**src/hdl/sli_pkg.sv**
```systemverilog
// shared constants, codes and types for the sorted list core
package sli_pkg;

  localparam int CAPACITY = 16;
  localparam int IDX_W    = (CAPACITY > 1) ? $clog2(CAPACITY) : 1;
  localparam int CNT_W    = $clog2(CAPACITY + 1);
  localparam int VAL_W    = 32;
  localparam int OP_W     = 2;
  localparam int POS_W    = 4;
  localparam int HELD_W   = 5;
  localparam int STAT_W   = 2;

  localparam logic [OP_W-1:0] OP_INSERT = 2'd0;
  localparam logic [OP_W-1:0] OP_FIND   = 2'd1;
  localparam logic [OP_W-1:0] OP_REMOVE = 2'd2;

  localparam logic [STAT_W-1:0] STAT_OK        = 2'd0;
  localparam logic [STAT_W-1:0] STAT_NOT_FOUND = 2'd1;
  localparam logic [STAT_W-1:0] STAT_FULL      = 2'd2;

  typedef logic signed [VAL_W-1:0] entry_t;

  typedef struct packed {
    logic   ins;
    logic   rem;
    entry_t key;
  } cmd_t;

endpackage

```
**src/hdl/sli_req_if.sv**
```systemverilog
// request and response channel interfaces of the sorted list core
interface sli_req_if;
  logic                          valid;
  logic                          ready;
  logic [sli_pkg::OP_W-1:0]      op;
  logic signed [sli_pkg::VAL_W-1:0] value;

  modport source (output valid, output op, output value, input ready);
  modport sink   (input valid, input op, input value, output ready);
endinterface

interface sli_rsp_if;
  logic                          valid;
  logic                          ready;
  logic                          found;
  logic [sli_pkg::POS_W-1:0]     position;
  logic [sli_pkg::HELD_W-1:0]    entries_held;
  logic [sli_pkg::STAT_W-1:0]    status;

  modport source (output valid, output found, output position, output entries_held,
                  output status, input ready);
  modport sink   (input valid, input found, input position, input entries_held,
                  input status, output ready);
endinterface

```
**src/hdl/sli_cell.sv**
```systemverilog
// one list cell: holds an entry, compares it to the key, shifts with its neighbors
module sli_cell (
  input  logic            clk,
  input  sli_pkg::cmd_t   cmd,
  input  logic            valid,
  input  logic            left_lt,
  input  sli_pkg::entry_t left_entry,
  input  sli_pkg::entry_t right_entry,
  output sli_pkg::entry_t entry,
  output logic            lt,
  output logic            hit,
  output logic            eq
);

  sli_pkg::entry_t entry_r;
  sli_pkg::entry_t entry_nxt;

  assign entry = entry_r;
  assign lt    = valid & (entry_r < cmd.key);
  assign hit   = left_lt & ~lt;
  assign eq    = valid & (entry_r == cmd.key);

  always_comb begin
    entry_nxt = entry_r;
    if (cmd.ins && !lt) begin
      entry_nxt = left_lt ? cmd.key : left_entry;
    end else if (cmd.rem && !lt) begin
      entry_nxt = right_entry;
    end
  end

  always_ff @(posedge clk) begin
    entry_r <= entry_nxt;
  end

endmodule

```
**src/hdl/sorted_list_insert_find_remove_core.sv**
```systemverilog
// top level of the sorted list core: request register, cell chain and result register
// a request waits in the request register, passes the cell chain, and its result word is registered
// throughput: one request per cycle while results are taken; each request is one
//   pass of the cell chain (compare, locate, shift)
// reset: rst_n synchronous active low; empties the list and clears pending words,
//   cell contents are not reset
module sorted_list_insert_find_remove_core (
  input  logic      clk,
  input  logic      rst_n,
  sli_req_if.sink   in_req,
  sli_rsp_if.source out_rsp
);

  localparam int N = sli_pkg::CAPACITY;

  logic                        req_v_r;
  logic                        req_v_nxt;
  logic [sli_pkg::OP_W-1:0]    req_op_r;
  sli_pkg::entry_t             req_key_r;
  logic [sli_pkg::CNT_W-1:0]   count_r;
  logic [sli_pkg::CNT_W-1:0]   count_nxt;

  logic                        out_valid_r;
  logic                        out_valid_nxt;
  logic                        found_r;
  logic [sli_pkg::POS_W-1:0]   position_r;
  logic [sli_pkg::HELD_W-1:0]  held_r;
  logic [sli_pkg::STAT_W-1:0]  status_r;

  logic                        exec;
  logic                        accept;
  logic                        full;
  logic                        found;
  logic                        do_ins;
  logic                        do_rem;
  logic [sli_pkg::IDX_W-1:0]   pos_idx;
  logic [sli_pkg::POS_W-1:0]   pos_out;
  logic [sli_pkg::STAT_W-1:0]  status_nxt;
  sli_pkg::cmd_t               cmd;

  sli_pkg::entry_t             entry [N];
  logic [N-1:0]                valid;
  logic [N-1:0]                lt;
  logic [N-1:0]                hit;
  logic [N-1:0]                eq;

  assign exec   = req_v_r & (~out_valid_r | out_rsp.ready);
  assign in_req.ready = ~req_v_r | exec;
  assign accept = in_req.valid & in_req.ready;
  assign full   = (count_r == sli_pkg::CNT_W'(N));
  assign found  = |(hit & eq);
  assign do_ins = exec & (req_op_r == sli_pkg::OP_INSERT) & ~full;
  assign do_rem = exec & (req_op_r == sli_pkg::OP_REMOVE) & found;

  assign cmd.ins = do_ins;
  assign cmd.rem = do_rem;
  assign cmd.key = req_key_r;

  // cell chain
  for (genvar i = 0; i < N; i++) begin : g_cell
    logic            left_lt;
    sli_pkg::entry_t left_entry;
    sli_pkg::entry_t right_entry;

    assign valid[i] = (count_r > sli_pkg::CNT_W'(i));

    if (i == 0) begin : g_head
      assign left_lt    = 1'b1;
      assign left_entry = req_key_r;
    end else begin : g_mid
      assign left_lt    = lt[i-1];
      assign left_entry = entry[i-1];
    end

    if (i == N - 1) begin : g_tail
      assign right_entry = entry[i];
    end else begin : g_body
      assign right_entry = entry[i+1];
    end

    sli_cell u_cell (
      .clk         (clk),
      .cmd         (cmd),
      .valid       (valid[i]),
      .left_lt     (left_lt),
      .left_entry  (left_entry),
      .right_entry (right_entry),
      .entry       (entry[i]),
      .lt          (lt[i]),
      .hit         (hit[i]),
      .eq          (eq[i])
    );
  end

  // at most one cell sees the boundary, so an or of indexes encodes it
  always_comb begin
    pos_idx = '0;
    for (int i = 0; i < N; i++) begin
      if (hit[i]) begin
        pos_idx = pos_idx | sli_pkg::IDX_W'(i);
      end
    end
  end

  always_comb begin
    count_nxt  = count_r;
    status_nxt = sli_pkg::STAT_OK;
    pos_out    = '0;
    unique case (req_op_r)
      sli_pkg::OP_INSERT: begin
        if (full) begin
          status_nxt = sli_pkg::STAT_FULL;
        end else begin
          pos_out = sli_pkg::POS_W'(pos_idx);
        end
      end
      sli_pkg::OP_FIND, sli_pkg::OP_REMOVE: begin
        if (found) begin
          pos_out = sli_pkg::POS_W'(pos_idx);
        end else begin
          status_nxt = sli_pkg::STAT_NOT_FOUND;
        end
      end
      default: begin
        status_nxt = sli_pkg::STAT_OK;
      end
    endcase
    if (do_ins) begin
      count_nxt = count_r + 1'b1;
    end else if (do_rem) begin
      count_nxt = count_r - 1'b1;
    end
  end

  assign req_v_nxt     = accept | (req_v_r & ~exec);
  assign out_valid_nxt = exec | (out_valid_r & ~out_rsp.ready);

  always_ff @(posedge clk) begin
    if (!rst_n) begin
      req_v_r     <= 1'b0;
      out_valid_r <= 1'b0;
      count_r     <= '0;
    end else begin
      req_v_r     <= req_v_nxt;
      out_valid_r <= out_valid_nxt;
      count_r     <= count_nxt;
    end
  end

  always_ff @(posedge clk) begin
    if (accept) begin
      req_op_r  <= in_req.op;
      req_key_r <= in_req.value;
    end
    if (exec) begin
      found_r    <= found & ((req_op_r == sli_pkg::OP_FIND) |
                             (req_op_r == sli_pkg::OP_REMOVE));
      position_r <= pos_out;
      held_r     <= sli_pkg::HELD_W'(count_nxt);
      status_r   <= status_nxt;
    end
  end

  assign out_rsp.valid        = out_valid_r;
  assign out_rsp.found        = found_r;
  assign out_rsp.position     = position_r;
  assign out_rsp.entries_held = held_r;
  assign out_rsp.status       = status_r;

endmodule
```
**src/flat_wrapper.sv**
```systemverilog
// flat-port wrapper written by rule: the top's interface ports become plain ports
module sorted_list_insert_find_remove_core_flat 
  (clk, rst_n, in_req_valid, in_req_op, in_req_value, in_req_ready, out_rsp_valid, out_rsp_found, out_rsp_position, out_rsp_entries_held, out_rsp_status, out_rsp_ready);
  sli_req_if in_req_i ();
  sli_rsp_if out_rsp_i ();
  input  logic clk;
  input  logic rst_n;
  input wire logic [$bits(in_req_i.valid)-1:0] in_req_valid;
  input wire logic [$bits(in_req_i.op)-1:0] in_req_op;
  input wire logic [$bits(in_req_i.value)-1:0] in_req_value;
  output wire logic [$bits(in_req_i.ready)-1:0] in_req_ready;
  output wire logic [$bits(out_rsp_i.valid)-1:0] out_rsp_valid;
  output wire logic [$bits(out_rsp_i.found)-1:0] out_rsp_found;
  output wire logic [$bits(out_rsp_i.position)-1:0] out_rsp_position;
  output wire logic [$bits(out_rsp_i.entries_held)-1:0] out_rsp_entries_held;
  output wire logic [$bits(out_rsp_i.status)-1:0] out_rsp_status;
  input wire logic [$bits(out_rsp_i.ready)-1:0] out_rsp_ready;
  assign in_req_i.valid = in_req_valid;
  assign in_req_i.op = in_req_op;
  assign in_req_i.value = in_req_value;
  assign in_req_ready = in_req_i.ready;
  assign out_rsp_valid = out_rsp_i.valid;
  assign out_rsp_found = out_rsp_i.found;
  assign out_rsp_position = out_rsp_i.position;
  assign out_rsp_entries_held = out_rsp_i.entries_held;
  assign out_rsp_status = out_rsp_i.status;
  assign out_rsp_i.ready = out_rsp_ready;
  sorted_list_insert_find_remove_core u_core (.clk(clk), .rst_n(rst_n), .in_req(in_req_i), .out_rsp(out_rsp_i));
endmodule
```
**config.mk**
```make
export PLATFORM = sky130hd
export DESIGN_NAME = sorted_list_insert_find_remove_core_flat
export DESIGN_NICKNAME = d
export VERILOG_FILES = /design/src/hdl/sli_pkg.sv /design/src/hdl/sli_req_if.sv /design/src/hdl/sli_cell.sv /design/src/hdl/sorted_list_insert_find_remove_core.sv /design/src/flat_wrapper.sv
export SDC_FILE = /design/constraint.sdc
export NUM_CORES = 2
export LEC_CHECK = 0
export BUFFER_PORTS_ARGS = -buffer_cell sky130_fd_sc_hd__buf_4
export CAP_MARGIN = 30
export CORE_ASPECT_RATIO = 1.1
export CORE_MARGIN = 2
export CORE_UTILIZATION = 66
export CTS_BUF_LIST = sky130_fd_sc_hd__clkbuf_2
export DETAILED_ROUTE_END_ITERATION = 12
export MAX_ROUTING_LAYER = met4
export PLACE_DENSITY = 0.83
export SLEW_MARGIN = 40
export SYNTH_ARGS = -nofsm -noshare
export SYNTH_HDL_FRONTEND = slang
export SYNTH_SLANG_ARGS = --single-unit
export TNS_END_PERCENT = 5
```
**constraint.sdc**
```tcl
create_clock -name clk -period 5.9 [get_ports clk]
set_clock_uncertainty 0.05 [all_clocks]
set_input_delay 0.295 -clock clk [delete_from_list [all_inputs] [get_ports clk]]
set_output_delay 0.295 -clock clk [all_outputs]
set_load 0.1 [all_outputs]
```
After elaboration in Yosys (flattened, before gate mapping)
Index checks and enable logic that the tools add are counted.
Storage, ports and cells
  bits of input ports: 38
  output and inout bits: 14
  word-level logic and storage cells: 294
  bits in registers: 565
Operators by class
  $lt $le $gt $ge: 32
  add/sub/neg operators: 2
  multiplexer cells: 68
  reduce and logical (&&, ||, !) cells: 65
  equal/unequal tests: 19
  bitwise gates (word level): 83
Operators by type and width (count)
  two-way mux 32 bit: 45
  == test 32 bit: 16
  < comparator 32 bit: 16
  bitwise AND 1 bit: 56
  > comparator 5 x 4 -> 1 bit, second input constant: 8
  two-way mux 4 bit: 10
  logical AND 1 bit: 31
  nonzero test 2 bit: 15
  inverter 1 bit: 21
  > comparator 5 x 3 -> 1 bit, second input constant: 4
  bitwise AND 16 bit: 1
  logical NOT 1 bit: 16
  OR reduction 16 bit: 1
  two-way mux 3 bit: 4
  > comparator 5 x 1 -> 1 bit, second input constant: 2
  > comparator 5 x 2 -> 1 bit, second input constant: 2
  two-way mux 5 bit: 2
  one-hot mux 4 bit (2 select lines): 1
  two-way mux 2 bit: 3
  adder 5 x 1 -> 5 bit, second input constant: 1
  == test 5 bit, second input constant: 1
  bitwise OR 1 bit: 5
  subtractor 5 x 1 -> 5 bit, second input constant: 1
  one-hot mux 2 bit (2 select lines): 1
  5 further kinds: 6

Logic depth before layout (Yosys ltp)
  depth after elaboration: 21
  mapped depth: 15
  depth with buffers taken out: 13

Hierarchy
Synthesis repeated with hierarchy kept, for this count alone.
Second synthesis, totals
  cell total of the unflattened synthesis: 4436
  area total of the unflattened synthesis: 44597.8 um^2
By module, submodules not included
  sli_cell (u_core.g_cell[0].u_cell ...): sequential area each 960.9 um^2, times used 15, cells each 269, area an instance 2636.3 um^2
  sli_cell (u_core.g_cell[15].u_cell): sequential area each 960.9 um^2, times used 1, cells each 226, area an instance 2722.6 um^2
  sorted_list_insert_find_remove_core: sequential area each 1521.5 um^2, times used 1, cells each 175, area an instance 2331.0 um^2

Worst setup path before layout
OpenSTA, ideal clock, no wires.
  path type: reg-to-reg
  start: register u_core.req_key_r[14], in the netlist u_core.g_cell[0].left_entry[14]
  end: register u_core.g_cell[10].u_cell.entry_r[0], enable pin
  clock period less this slack: 5.176 ns
  setup slack: 0.724 ns
  data arrival time: 4.704 ns
  cell stages (with the launch flop): 15
  data required time: 5.429 ns
  buffers on the path: 1
  setup time: 0.421 ns
  cell sequence: edfxtp_1 inv_1 ha_1 a21oi_1 nand2_1 a22o_1 or4_1 a21oi_2 xor2_2 nor2_1 a221o_1 or4_4 a31oi_4 buf_6 nor2_1
On the way
  cells in the longest elaborated chain, start to end: 9
  elaborated cells on any way between the ends: 102
  those cells by class: order compare: 16; eq/ne: 16; bitwise: 65; reduce/logical: 5
Ends and longest elaborated chain
  start: declaration: RTL line sorted_list_insert_find_remove_core.sv:19  | sli_pkg::entry_t req_key_r;
  start signal: assignment: RTL line sorted_list_insert_find_remove_core.sv:153  | req_key_r <= in_req.value;
  < comparator 32 bit: RTL line sli_cell.sv:19  | assign lt = valid & (entry_r < cmd.key);
  bitwise AND 1 bit: RTL line sli_cell.sv:19
  inverter 1 bit: RTL line sli_cell.sv:20  | assign hit = left_lt & ~lt;
  bitwise AND 1 bit: RTL line sli_cell.sv:20
  bitwise AND 16 bit: RTL line sorted_list_insert_find_remove_core.sv:51  | assign found = |(hit & eq);
  OR reduction 16 bit: RTL line sorted_list_insert_find_remove_core.sv:51
  bitwise AND 1 bit: RTL line sorted_list_insert_find_remove_core.sv:53  | assign do_rem = exec & (req_op_r == sli_pkg::OP_REMOVE) & found;
  logical AND 1 bit: RTL line sli_cell.sv:27  | end else if (cmd.rem && !lt) begin
  nonzero test 2 bit (no line) (*)
  end signal: assignment: RTL line sli_cell.sv:33  | entry_r <= entry_nxt;
  end: declaration: RTL line sli_cell.sv:15  | sli_pkg::entry_t entry_r;
Every way passes the cells marked *; elsewhere a longest branch is shown, timed or not.
A chain may end at the register's enable or synchronous reset.

Worst setup path after layout
  start: register u_core.req_key_r[12], in the netlist u_core.g_cell[0].left_entry[12]
  end: register u_core.count_r[3] (netlist bit)
On the way
  cells in the longest elaborated chain, start to end: 9
  elaborated cells on any way between the ends: 100
  those cells by class: order compare: 16; eq/ne: 16; mux: 2; bitwise: 65; reduce/logical: 1
Ends and longest elaborated chain
  < comparator 32 bit: RTL line sli_cell.sv:19
  bitwise AND 1 bit: RTL line sli_cell.sv:19
  inverter 1 bit: RTL line sli_cell.sv:20
  bitwise AND 1 bit: RTL line sli_cell.sv:20
  bitwise AND 16 bit (*): RTL line sorted_list_insert_find_remove_core.sv:51
  OR reduction 16 bit (*): RTL line sorted_list_insert_find_remove_core.sv:51
  bitwise AND 1 bit (*): RTL line sorted_list_insert_find_remove_core.sv:53
  two-way mux 5 bit (*): RTL line sorted_list_insert_find_remove_core.sv:130  | end else if (do_rem) begin
  two-way mux 5 bit (*): RTL line sorted_list_insert_find_remove_core.sv:128  | if (do_ins) begin
  end signal: assignment: RTL line sorted_list_insert_find_remove_core.sv:146  | count_r <= count_nxt;
  end: declaration: RTL line sorted_list_insert_find_remove_core.sv:20  | logic [sli_pkg::CNT_W-1:0] count_r;
Marked as above.

==> flow_metrics.env <==
export IMPL_slowest_stage="or4_1"
export IMPL_drc=0
export IMPL_ys_flop_type="edfxtp_1"
export IMPL_portBuffers=51
export IMPL_status="finished, final reports clean"
export IMPL_post_cts_setup_buffers=0
export IMPL_overflow=0
export IMPL_p_per_area_mw_per_mm2=205
export IMPL_die_h_um=260
export IMPL_worstSetupStartpoint="u_core.g_cell[0].left_entry[12]"
export IMPL_clk_pin_slew_worst_paths_ns=0.14
export IMPL_power_leakage_nw=17.7
export IMPL_start_util=0.671
export IMPL_grt_pass1_wl_um=185000
export IMPL_clockBufferDepth=3
export IMPL_synth_edf_count=558
export IMPL_rows=93
export IMPL_rsz0062_at_grt="no"
export IMPL_reg2reg_from="u_core.g_cell[0].left_entry[12]"
export IMPL_route_detailed_wl_per_inst_um=24.0
export IMPL_cpPeakStageDelay_ns=0.61
export IMPL_regArea_mm2=0.0169
export IMPL_synth_area_mm2=0.0394
export IMPL_core_area_mm2=0.0588
export IMPL_root_buffer="clkbuf_2"
export IMPL_hold_class="in -> reg"
export IMPL_vias=34500
export IMPL_grt_antenna_before_repair=1
export IMPL_die_w_um=237
export IMPL_clk_latency_ns=1.45
export IMPL_yosys_area_top_type_share=0.425
export IMPL_crit_arrival_ns=6.86
export IMPL_fin_area_mm2=0.0437
export IMPL_yosys_warnings=0
export IMPL_synth_area_leaders="edfxtp_1, ha_1, mux2i_1, a21oi_1, o21ai_0"
export IMPL_first_pass_iters=9
export IMPL_nNetsFinal=4739
export IMPL_synth_avg_cell_area_um2=9.98
export IMPL_synth_largest_area_cell="edfxtp_1"
export IMPL_multiInputGateArea_mm2=0.0218
export IMPL_hpwl_um=87900
export IMPL_min_period_over_period=0.955
export IMPL_synth_seq_cells=565
export IMPL_grt_usage=0.401
export IMPL_worst_slew_pin_slew_ns=0.983
export IMPL_cp_max_fo=37
export IMPL_dieArea_mm2=0.0617
export IMPL_clock_sinks=565
export IMPL_drv_cap=0
export IMPL_routed_wl_um=121000
export IMPL_cts_resized=0
export IMPL_end_kind="register"
export IMPL_dpl_cell_area_mm2=0.0414
export IMPL_grt_start_max_net_pins=65
export IMPL_async_flop_share=0
export IMPL_synthCells=3949
export IMPL_grt_pass1_vias=33700
export IMPL_fmax_ghz=0.178
export IMPL_ir_worst_vdd_mv=0.215
export IMPL_fill_cells=4014
export IMPL_seq_area_frac_synth=0.429
export IMPL_drtAntennaViolNets=0
export IMPL_critPathMostFrequentCell="buf_4"
export IMPL_gp_congestion=1.07
export IMPL_min_period_ns=5.63
export IMPL_final_max_slew_viol_count=0
export IMPL_cts_tree="done"
export IMPL_setup_tns_ns=0
export IMPL_routed_via_density=6.83
export IMPL_ctsHtreeMaxLevel=4
export IMPL_ios=52
export IMPL_worst_setup_path_start_kind="register"
export IMPL_drive_above_1_share=0.117
export IMPL_syn_nets=4507
export IMPL_synthDistinctLibCells=80
export IMPL_crit_type="reg -> reg"
export IMPL_hold_start="in_req_value[2]"
export IMPL_setup_violations=0
export IMPL_crit_required_ns=7.12
export IMPL_area_delta_synth_final_pct=10.9
export IMPL_hold_viol_final=0
export IMPL_slew_headroom=0.345
export IMPL_cts_made_buffers=149
export IMPL_drt_first_iter_violations=4056
export IMPL_crit_path_cell_trace="inv_1 > buf_4 > ha_1 > nand4_1 > or4_1 > a21o_1 > o211ai_1 > a21oi_1 > mux2i_4 > buf_4 > a32oi_1 > o311ai_1 > nor4_2 > buf_4 > o21ai_1 > mux2i_1 > dlygate4sd3_1"
[timing repair]
| item | 4_1_cts | 5_1_grt |
|---|---|---|
| hold buffers | 91 | 0 |
| hold endpoints to repair | 88 | 0 |
| endpoints found under the setup margin | 0 | 0 |
[cell usage after synthesis (all sizes together), types with 7 or more instances]
cell / count
clkbuf: 176
nor2: 403
and2: 13
and4: 27
nand4: 98
nor2b: 23
a21oi: 505
a221o: 9
a21o: 58
o211ai: 16
ha: 520
a211oi: 11
o21ai: 354
nand2b: 16
a21boi: 13
or4: 7
nor4: 28
o211a: 7
edfxtp: 558
inv: 72
buf: 26
nor3: 23
a221oi: 21
nand2: 419
mux2: 8
mux2i: 363
xnor2: 8
a31oi: 7
nand3: 60
dfxtp: 7
o21a: 7
[per-layer routing]
metal  track usage  up-vias  routed length, um  part of all wire
li1              -    15400                  -                 -
met1         0.488    16300              46000              0.38
met2         0.633     2217              56800              0.47
met3        0.0763      522              11500             0.095
met4         0.224        0               6830             0.056
met5             -        -                  0                 0
[final timing paths]
path | to | slack, ns | depth (start not counted)
min | u_core.g_cell[0].left_entry[2] | 0.08 | 3
max reg2reg | u_core.count_r[3] | 0.27 | 17
min reg2reg | u_core.g_cell[3].u_cell.entry[29] | 0.54 | 2
max | u_core.count_r[3] | 0.27 | 17
[registers in the layout (all words and copies together) (netlist names)]
name,count
u_core.out_rsp.found,1
u_core.out_rsp.entries_held,5
u_core.out_rsp.status,2
u_core.count_r,5
u_core.out_rsp.valid,1
u_core.req_v_r,1
u_core.g_cell.u_cell.entry,512
u_core.req_op_r,2
u_core.g_cell.left_entry,32
u_core.out_rsp.position,4
[area by class of cell]
class	count	share of cell area
sequential	565	0.387
timing repair buffer	283	0.0573
multi-input combinational	3110	0.498
antenna	1	0.0000573
tap	760	0.0218
clock buffer	222	0.0254
inverter	72	0.00618
clock inverter	30	0.00418
[report_power, final]
part	total (W)	leakage, nW	switching (W)	internal, W
Clock	0.00288	1.01	0.00180	0.00108
Sequential	0.00459	5.15	0.0000855	0.00450
Combinational	0.00149	11.6	0.000949	0.000545
[placed cells by master (no fill, tap or decap), types with 6 or more instances in the layout]
cell,n
nor3_1,21
a211oi_1,10
nand3_1,58
dlygate4sd3_1,91
a31oi_1,6
nand4_1,98
nand2_1,413
a21o_1,58
o21ai_0,349
o211a_1,7
dfxtp_1,7
and4_1,26
mux2_2,7
and2_1,7
buf_4,179
nor2b_1,22
mux2i_1,361
a21oi_1,502
a221oi_1,20
o211ai_1,15
o21a_1,7
o2111ai_1,6
nor2_1,379
nor4_1,26
clkbuf_2,222
inv_1,72
xnor2_1,8
nor2_4,22
ha_1,520
nand2b_1,13
a21boi_0,12
clkinv_1,19
a211o_1,6
buf_8,7
a221o_1,9
edfxtp_1,558
[cells by family after synthesis]
family	share of synthesized area
fa+ha+maj	0.165
simple gates	0.131
buf+inv	0.0263
mux	0.0946
xor+xnor	0.00308
flops	0.429
compound gates	0.151
[worst max-delay path: cells and delay by family (launching register included)]
family / cells / cell delay, ns
flip-flops: 1 / 0.49
multiplexers: 2 / 0.38
AND/OR/NAND/NOR: 3 / 1.10
adder cells (fa/ha/maj): 1 / 0.15
AO/OA/AOI/OAI: 6 / 1.38
buffers and inverters: 5 / 1.87
[through the flow]
| step | hold slack (ns) | worst slack (ns) | util | std cells | power, W |
|---|---|---|---|---|---|
| after CTS | 0.000854 | 0.340 | 0.743 | 5039 | 0.00887 |
| after global placement | 0.423 | 0.443 | 0.702 | 4689 | 0.00599 |
| final | 0.0826 | 0.268 | 0.744 | 5043 | 0.00895 |
| after global routing | 0.0850 | 0.0723 | 0.744 | 5043 | 0.00925 |
| after floorplan | 0.344 | 0.724 | - | 3949 | 0.00556 |
| after detailed placement | 0.424 | 0.555 | 0.705 | 4696 | 0.00605 |
No activity file was read; power rests on OpenSTA's default activity.
